--- src/design/cma_ram.sv ---
// Generic single write port, single read port RAM with registered read data.
module cma_ram #(
   parameter int WIDTH = 16,
   parameter int DEPTH = 64,
   parameter int AW    = $clog2(DEPTH)
) (
   input  logic             clock,
   input  logic             we,
   input  logic [AW-1:0]    waddr,
   input  logic [WIDTH-1:0] wdata,
   input  logic [AW-1:0]    raddr,
   output logic [WIDTH-1:0] rdata
);

   logic [WIDTH-1:0] mem [DEPTH];

   always_ff @(posedge clock) begin
      if (we) begin
         mem[waddr] <= wdata;
      end
      rdata <= mem[raddr];
   end

endmodule

--- config.mk ---
export PLATFORM = sky130hd
export DESIGN_NAME = cma_ram
export DESIGN_NICKNAME = d
export VERILOG_FILES = /design/src/design/cma_ram.sv
export SDC_FILE = /design/constraint.sdc
export NUM_CORES = 1
export LEC_CHECK = 0
export ABC_AREA = 0
export BUFFER_PORTS_ARGS = -buffer_cell sky130_fd_sc_hd__buf_2
export CORE_MARGIN = 2
export CORE_UTILIZATION = 47
export DETAILED_ROUTE_END_ITERATION = 8
export GPL_TIMING_DRIVEN = 0
export PLACE_DENSITY = 0.72
export SYNTH_ARGS = -nofsm -noshare
export SYNTH_HDL_FRONTEND = slang
export SYNTH_SLANG_ARGS = --single-unit
--- constraint.sdc ---
create_clock -name clock -period 4.45 [get_ports clock]
set_input_delay 0.2225 -clock clock [delete_from_list [all_inputs] [get_ports clock]]
set_output_delay 0.2225 -clock clock [all_outputs]
set_load 0.05 [all_outputs]
==> metrics.md <==
| Metric | Value |
|---|---|
| Worst Path Arrival | `just under 3000 ps` |
| GPL Wtd Cong | `0.8890` |
| Ranking of synthesized cells by area | `edfxtp_1 77%, mux4_2 12%, mux2i_1 2.1%` |
| Total clock sinks | `1,040` |
| Largest net degree at the start of global routing | `65` |
| Nets | `roughly 2,000` |
| Synth Area in Compound Gates | `2.409%` |
| Synth Register Bits | `1,040` |
| RSZ-0062 raised after global routing | `false` |
| Rows | `107` |
| GRT overflow | `0` |
| DR WL/cell | `just over 30 um` |
| Minimum clock period | `roughly 2500 ps` |
| Cell taking the most area after synthesis | `edfxtp_1` |
| Die area | `87,550 um2` |
| Hold slack | `144.2 ps` |
| WP depth | `8` |
| Placed Area | `approximately 42,000 um2` |
| Power Dens Cells | `roughly 450 nW/um2` |
| Cts repair resizes | `0` |
| Slew @ Worst Pin | `between 1000 and 1500 ps` |
| Worst path most repeated cell | `buf_2` |
| Layout cells sized above 1 | `between 20 and 30%` |
| Worst-path clk slew | `~60 ps` |
| R2R Setup Slk | `between 2000 and 2500 ps` |
| Final worst path period share | `roughly 55%` |
| Final setup viols | `0` |
| Commonest cells post-synth | `1,024 x edfxtp_1, 220 x mux4_2, 85 x mux2i_1` |
| Synthesized area | `around 40,000 um2` |
| Post-route ant nets | `0` |
| Final Hold Fails | `0` |
| I/O Pins | `46` |
| Register Area | `around 31,000 um2` |
| Post-Synth Adder-Cell Area | `0%` |
| Asr flop ratio synth | `0%` |
| Buffers on Ports | `38` |
| Synth cell types | `43` |
| Final setup TNS | `0 ps` |
| Final Util | `between 50% and 60%` |
| Core box area | `between 80,000 and 90,000 um2` |
| Sequential area share after synthesis | `between 70% and 80%` |
| Startpoint types | `input pin` |
| Cts hold-fix bufs | `0` |
| Critical Path End | `rdata[4]` |
| Leakage | `between 10 and 15 nW` |
| Reg-to-reg critical path startpoint | `mem[18][0]` |
| CTS Buffer Depth | `3` |
| Post-synthesis xor/xnor area fraction | `0%` |
| Placed cells | `approximately 3,000` |
| Setup Fix Bufs, Post-CTS | `0` |
| Synth Instances | `between 1,500 and 2,000` |
| MaxCap Viol Count | `0` |
| Clock latency on the worst-skew pair | `~650 ps` |
| FMAX | `405.7 MHz` |
| Largest family of logic cells by synthesized area | `multiplexers` |
| CP max-delay cell | `a31oi_1` |
| DRT Pass-1 Iters | `7` |
| Cts bufs inserted | `100` |
| Crit path largest cell delay | `530 ps` |
| Path category of the worst min-delay check | `input pin to flop` |
| Post-synthesis simple-gate area fraction | `between 2 and 3%` |
| Number of synthesized flops with an enable pin | `around 1,000` |
| Post-route insts no fill | `approximately 3,200` |
| Reg2reg end | `rdata[0]` |
| DIE HEIGHT | `295.9 um` |
| Post-synthesis mux area share | `between 10% and 20%` |
| CP Cell Sequence | `buf_2 -> buf_2 -> buf_2 -> buf_2 -> mux2i_1 -> nand3_1 -> a31oi_1 -> a311oi_1` |
| Worst-path fanout max | `10` |
| CP endpoint kind | `flop` |
| Vias per cell | `roughly 6.1` |
| Hold Path Origin | `wdata[9]` |
| Overall die width | `just under 300 um` |
| Residual DRC | `0` |
| Antenna violations before repair | `8` |
| CTS tree | `yes` |
| Critical path buffer and inverter count | `4` |
| Synth Area per Inst | `21.89 um2` |
| 1st-iter DRT viols | `approximately 2,500` |
| Top-count cell post-synth | `edfxtp_1` |
| Most used DFF post-synth | `edfxtp_1` |
| Share of the synthesized area in the top cell type | `between 70% and 80%` |
| Fillers | `around 6,300` |
| Outcome | `finished clean` |
| Worst clock skew | `between 10 and 15 ps` |
| Root Driver | `clkbuf_16` |
| Slew HR | `8.228%` |
| Critical path class | `input pin to flop` |
| Cells on worst reg2reg path | `5` |
| H-tree levels | `3` |
| Gr usage total | `around 23%` |
| Final instance area | `around 46,000 um2` |
| Slew Limit Fails | `0` |
| Worst EP required | `4920 ps` |
| Final wirelength | `approximately 100 mm` |
| Layout area overhead | `13.77%` |
| Starting Density | `a little under half` |
| Via count | `19,806` |
| Top Family by Delay on Critical Path | `buffers and inverters` |
| Dpl hpwl | `between 60 and 70 mm` |
| CP Launch Point | `raddr[2]` |
| Multi-input combinational cell area | `8397 um2` |
| Vias in the first global route | `roughly 20,000` |
| Peak supply drop | `~0.32 mV` |
| Syn_nets | `1,859` |
| First-pass GRT wire length | `around 140 mm` |
| Ys Warns | `0` |
## through the flow
step           worst slack [ps]  power, mW
5_1_grt                    1862      20.88
2_1_floorplan              2193      11.70
3_3_place_gp              647.0      12.17
6_report                   1985      20.40
3_5_place_dp               1406      12.22
4_1_cts                    2067      20.46
## power breakdown
group | switching (mW) | internal (mW) | leakage (nW)
combinational | 0.774 | 0.376 | 3.38
clock | 3.59 | 4.79 | 1.59
sequential | 0.0216 | 10.8 | 9.35
## sequential cells by signal (all words and copies together) (netlist names)
signal  flops
rdata      16
mem      1024
## final cells by class
| class | count | share of cell area [%] |
|---|---|---|
| flip-flops and latches | 1040 | 68.20 |
| clock buffers | 125 | 6.116 |
| repair buffers | 69 | 1.450 |
| multi-input cells | 685 | 18.43 |
| diodes | 4 | 0.02197 |
| clock inverters | 55 | 1.027 |
| well taps | 1144 | 3.142 |
| plain buffers | 104 | 1.609 |
## worst reg2reg max path, cell delays in order, from the launching register on
cell and delay, ps:
edfxtp_1 370, mux4_2 480, mux2i_1 440, a22oi_1 190, a31oi_1 630, a311oi_1 140
## per-layer routing
layer	up-vias	track usage (%)	wire, um
li1	8028	-	-
met1	10410	31.08	37640
met2	1131	35.68	46740
met3	229	5.726	10560
met4	8	8.394	3633
met5	-	0	53
## cell families (layout without fill, tap and decap cells)
| group | after synthesis | in the layout |
|---|---|---|
| AO/OA/AOI/OAI | 129 | 129 |
| multiplexers | 336 | 336 |
| other | 0 | 4 |
| AND/OR/NAND/NOR | 220 | 220 |
| buffers and inverters | 104 | 353 |
| flip-flops | 1040 | 1040 |
## worst min-delay path by stage
stage                       to  cells past startpoint  slack, ps
global placement      rdata[7]                      1        690
detailed placement    rdata[6]                      1        690
finish              mem[59][9]                      1        140
floorplan            mem[0][0]                      0        320
CTS                 mem[52][8]                      3        230
global route        mem[58][9]                      1        170
## placed cells by master, fill, tap and decap left out, types with 24 or more instances in the layout
master,n
mux2i_1,85
nand2_1,59
nor2b_1,30
buf_2,69
nor2_2,61
a22oi_1,39
clkbuf_1,39
nand3_1,24
clkbuf_16,108
edfxtp_1,1024
mux2_2,27
mux4_2,220
Power figures use the tool's default switching activity.
