### src/design/cma_pkg.sv
// Shared constants, types and the helper function of the contiguous memory allocator.
package cma_pkg;

   localparam int MEM_UNITS  = 1024;
   localparam int UNIT_W     = $clog2(MEM_UNITS);
   localparam int SIZE_W     = UNIT_W + 1;
   localparam int WORD_BITS  = 16;
   localparam int WORD_SEL_W = $clog2(WORD_BITS);
   localparam int WORDS      = MEM_UNITS / WORD_BITS;
   localparam int WORD_AW    = $clog2(WORDS);
   localparam int MAX_OWNERS = 256;
   localparam int OWNER_W    = $clog2(MAX_OWNERS);
   localparam int MODE_W     = 2;

   localparam logic [MODE_W-1:0] MODE_FIRST_FIT = 2'd0;
   localparam logic [MODE_W-1:0] MODE_NEXT_FIT  = 2'd1;
   localparam logic [MODE_W-1:0] MODE_BUDDY     = 2'd2;
   localparam logic [MODE_W-1:0] MODE_SPARE     = 2'd3;
   localparam logic              KIND_ALLOC     = 1'b0;
   localparam logic              KIND_FREE      = 1'b1;

   typedef enum logic [2:0] {
      ST_IDLE,
      ST_OWNER,
      ST_SCAN,
      ST_MARK_RD,
      ST_MARK_WR,
      ST_RESULT
   } state_type;

   typedef struct packed {
      logic              hit;
      logic [SIZE_W-1:0] run;
      logic [UNIT_W-1:0] unit;
   } eval_type;

   function automatic logic [SIZE_W-1:0] pow2_ceil(input logic [SIZE_W-1:0] size);
      logic [SIZE_W-1:0] r;
      r = '0;
      for (int i = SIZE_W - 1; i >= 0; i--) begin
         if ((SIZE_W'(1) << i) >= size) begin
            r = SIZE_W'(1) << i;
         end
      end
      return r;
   endfunction

endpackage

### src/design/cma_word_eval.sv
// Free-run tracking over one word of the occupancy map.
module cma_word_eval (
   input  logic [cma_pkg::WORD_BITS-1:0] blk,
   input  logic [cma_pkg::WORD_AW-1:0]   word,
   input  logic [cma_pkg::SIZE_W-1:0]    run_in,
   input  logic [cma_pkg::SIZE_W-1:0]    len,
   input  logic                          buddy,
   output cma_pkg::eval_type             result
);

   logic [cma_pkg::UNIT_W-1:0] lenm1;

   assign lenm1 = cma_pkg::UNIT_W'(len - cma_pkg::SIZE_W'(1));

   always_comb begin
      logic [cma_pkg::UNIT_W-1:0] u;
      logic [cma_pkg::SIZE_W-1:0] run;
      logic                       hit;
      logic [cma_pkg::UNIT_W-1:0] unit;
      run  = run_in;
      hit  = 1'b0;
      unit = '0;
      for (int j = 0; j < cma_pkg::WORD_BITS; j++) begin
         u = {word, cma_pkg::WORD_SEL_W'(j)};
         if (!hit) begin
            if (blk[j]) begin
               run = '0;
            end else if (buddy && ((u & lenm1) == '0)) begin
               run = cma_pkg::SIZE_W'(1);
            end else begin
               run = run + cma_pkg::SIZE_W'(1);
            end
            if (run == len) begin
               hit  = 1'b1;
               unit = u;
            end
         end
      end
      result.hit  = hit;
      result.run  = run;
      result.unit = unit;
   end

endmodule

### config.mk
export PLATFORM = sky130hd
export DESIGN_NAME = cma_word_eval
export DESIGN_NICKNAME = d
export VERILOG_FILES = /design/src/design/cma_pkg.sv /design/src/design/cma_word_eval.sv
export SDC_FILE = /design/constraint.sdc
export NUM_CORES = 1
export LEC_CHECK = 0
export ABC_CLOCK_PERIOD_IN_PS = 63600
export BUFFER_PORTS_ARGS = -buffer_cell sky130_fd_sc_hd__buf_4
export CAP_MARGIN = 25
export CORE_MARGIN = 2
export CORE_UTILIZATION = 44
export DETAILED_ROUTE_END_ITERATION = 10
export GPL_TIMING_DRIVEN = 0
export PLACE_DENSITY = 0.61
export SLEW_MARGIN = 20
export SYNTH_ARGS = -nofsm -noshare
export SYNTH_HDL_FRONTEND = slang
export SYNTH_SLANG_ARGS = --single-unit
### constraint.sdc
create_clock -name vclk -period 63.6
set_input_delay 19.08 -clock vclk [all_inputs]
set_output_delay 19.08 -clock vclk [all_outputs]
set_load 0.01 [all_outputs]
==> results.yml <==
critical_path:
  max_stage_delay_ps: 750
  startpoint: "len[0]"
  critPathMostFrequentCell: "buf_4"
  critPathMaxFanout: 10
  arrival_ps: 43960
  required_ps: 44520
  critPathSlowestCell: "o32ai_2"
  critical_path_buf_inv_count: 27
  worst_setup_path_start_kind: "primary input"
  critPathCaptureType: "output port"
  crit_type: "in -> out"
  crit_family: "simple AND/OR/NAND/NOR gates"
die:
  rows: 77
  coreArea_mm2: 0.04432
  fp.dieW_um: 215.9
  die_h_um: 215.9
  die_area_mm2: 0.04663
  io_pins: 67
  start_util_pct: 44.60
final_layout:
  nNetsFinal: 3331
  design.seq.count: 0
  nFillCells: 4603
  regArea_um2: 0
  synthToLayoutAreaGrowth_pct: 17.79
  finish.utilization_pct: 52.53
  clkbuf_count: 0
  drive_above_1_share_pct: 19.17
detailed_routing:
  drtAntennaViolNets: 0
  drt_wl_total_um: 106600
  drtIter0Drc: 4367
  viasPerCell: 7.456
  drc: 0
  vias: 28800
  wire_per_inst_um: 27.61
  firstDrtPassIters: 6
place:
  portBuffers: 56
  globalplace.congestion: 1.016
  dp_hpwl_um: 80970
yosys:
  synth_xor_area_share_pct: 6.767
  synth_area_mm2: 0.01977
  syn_inst: 3097
  synth.yosys.warnings: 0
  muxShareOfSynthArea_pct: 5.862
  synthAdderAreaFrac_pct: 1.139
  syn_nets: 3160
  synthDistinctLibCells: 146
  synth_top_family_by_area: "compound AO/OA/AOI/OAI gates"
  synth_compound_area_share_pct: 41.63
  synth-seq-area-share_pct: 0
  synth-simple-area-share_pct: 37.97
  synth.avg_cell_area_um2: 6.382
grt:
  grt_pass1_wl_um: 159000
  grt_pass1_vias: 25980
  antenna_found_initial: 7
  grt_use_met2_pct: 64.94
  busiest_layer: "met2"
  grt_overflow: 0
  use_met3_pct: 8.034
  grt_usage_pct: 42.70
  gr-usage-met1_pct: 57.66
  grt_max_degree: 11
run:
  drv_cap: 0
timing:
  fin_setup_tns_ps: 0
  finalHoldViolCount: 0
  final.min_clock_period_ps: 63040
  relSlewSlack_pct: 20.27
  post-route-period-util_pct: 99.12
  setup_viol: 0
  worstMarginPinSlew_ps: 1196
  holdWs_ps: 38470
  clock.fmax_mhz: 15.86
  report.final.slew_viol_count: 0
status:
  status: "finished clean"
hold_path:
  holdCritPathClass: "in -> out"
  holdCritStartpoint: "word[4]"
[final timing paths]
path        end  slack, ps  depth (start not counted)
min   result[8]      38470                          3
max   result[2]        560                        111
[logic make-up (layout without fill, tap and decap cells)]
family                   count (synthesis)  after routing
AO/OA/AOI/OAI                         1129           1130
XOR/XNOR                               140            140
adder cells (fa/ha/maj)                 18             18
buffers and inverters                  296            464
multiplexers                           108            108
other                                    0              5
AND/OR/NAND/NOR                       1406           1406
[layer usage]
metal	part of all wire [%]	wire length, µm	vias up
li1	-	-	12490
met1	40	42390	13590
met2	42	44730	2263
met3	12	12930	460
met4	6.1	6553	6
met5	0.043	46	-
[what timing repair did]
action                                  in CTS  in global routing
cloned                                       0                  1
buffers inserted                            36                 82
endpoints found under the setup margin      22                 22
hold endpoints to repair                     0                  0
pin swaps                                   33                 67
resized for setup                          164                170
hold buffers                                 0                  0
[cell usage after synthesis (16+ instances only)]
master / n / share of area (%)
nor2_1: 322 / 6.1
nand2_1: 255 / 4.8
a21oi_1: 209 / 5.3
nor3_1: 170 / 4.3
clkbuf_1: 156 / 3.0
o21ai_0: 153 / 3.9
nand3_1: 138 / 3.5
xnor2_1: 104 / 4.6
nand4_1: 74 / 2.3
mux2i_1: 69 / 3.5
a31oi_1: 64 / 2.0
or3_1: 57 / 1.8
buf_2: 54 / 1.4
o211ai_1: 49 / 1.9
and2_1: 48 / 1.5
and3_1: 48 / 1.5
o21ai_1: 48 / 1.2
inv_1: 43 / 0.82
a21o_1: 41 / 1.6
o22ai_1: 41 / 1.3
a211oi_1: 40 / 1.5
nor4_1: 40 / 1.3
nand2b_1: 35 / 1.1
or4_1: 34 / 1.3
mux2_2: 33 / 1.9
o31ai_1: 33 / 1.3
o21a_1: 29 / 1.1
xor2_1: 27 / 1.2
and4_1: 25 / 1.1
a22oi_1: 22 / 0.84
a31o_2: 22 / 0.97
or2_2: 22 / 0.70
o2111ai_1: 19 / 0.84
o31a_1: 19 / 0.84
a211o_1: 18 / 0.80
a22o_1: 18 / 0.80
ha_1: 18 / 1.1
nor4b_1: 18 / 0.80
a2111oi_0: 17 / 0.75
a32oi_1: 16 / 0.71
[final cells by class]
class	count	area (µm²)	share of cell area (%)
well taps	592	740.7	3.182
plain buffers	238	1311	5.632
diodes	5	12.51	0.05374
multi-input cells	2802	19650	84.41
inverters	47	180.2	0.7739
repair buffers	179	1385	5.949
[per-stage QoR]
step	std cells	area, µm²	worst slack [ps]
finish	3863	23280	557.2
global route	3859	23270	-93.42
CTS	3776	21910	3.894
detailed placement	3747	20960	-8525
global placement	3745	20930	-8306
floorplan	3097	19770	830.2
[cell usage in the layout (no fill, tap or decap), drive strengths merged, types with 44 or more instances in the layout]
| master | netlist | routed |
|---|---|---|
| a211oi | 46 | 46 |
| a21oi | 217 | 217 |
| a31oi | 65 | 65 |
| and2 | 51 | 51 |
| and3 | 48 | 48 |
| buf | 93 | 273 |
| clkbuf | 156 | 144 |
| inv | 44 | 44 |
| mux2i | 72 | 72 |
| nand2 | 255 | 255 |
| nand3 | 140 | 140 |
| nand4 | 76 | 76 |
| nor2 | 325 | 325 |
| nor3 | 181 | 181 |
| nor4 | 50 | 50 |
| o211ai | 50 | 50 |
| o21ai | 208 | 208 |
| or3 | 58 | 58 |
| xnor2 | 105 | 105 |
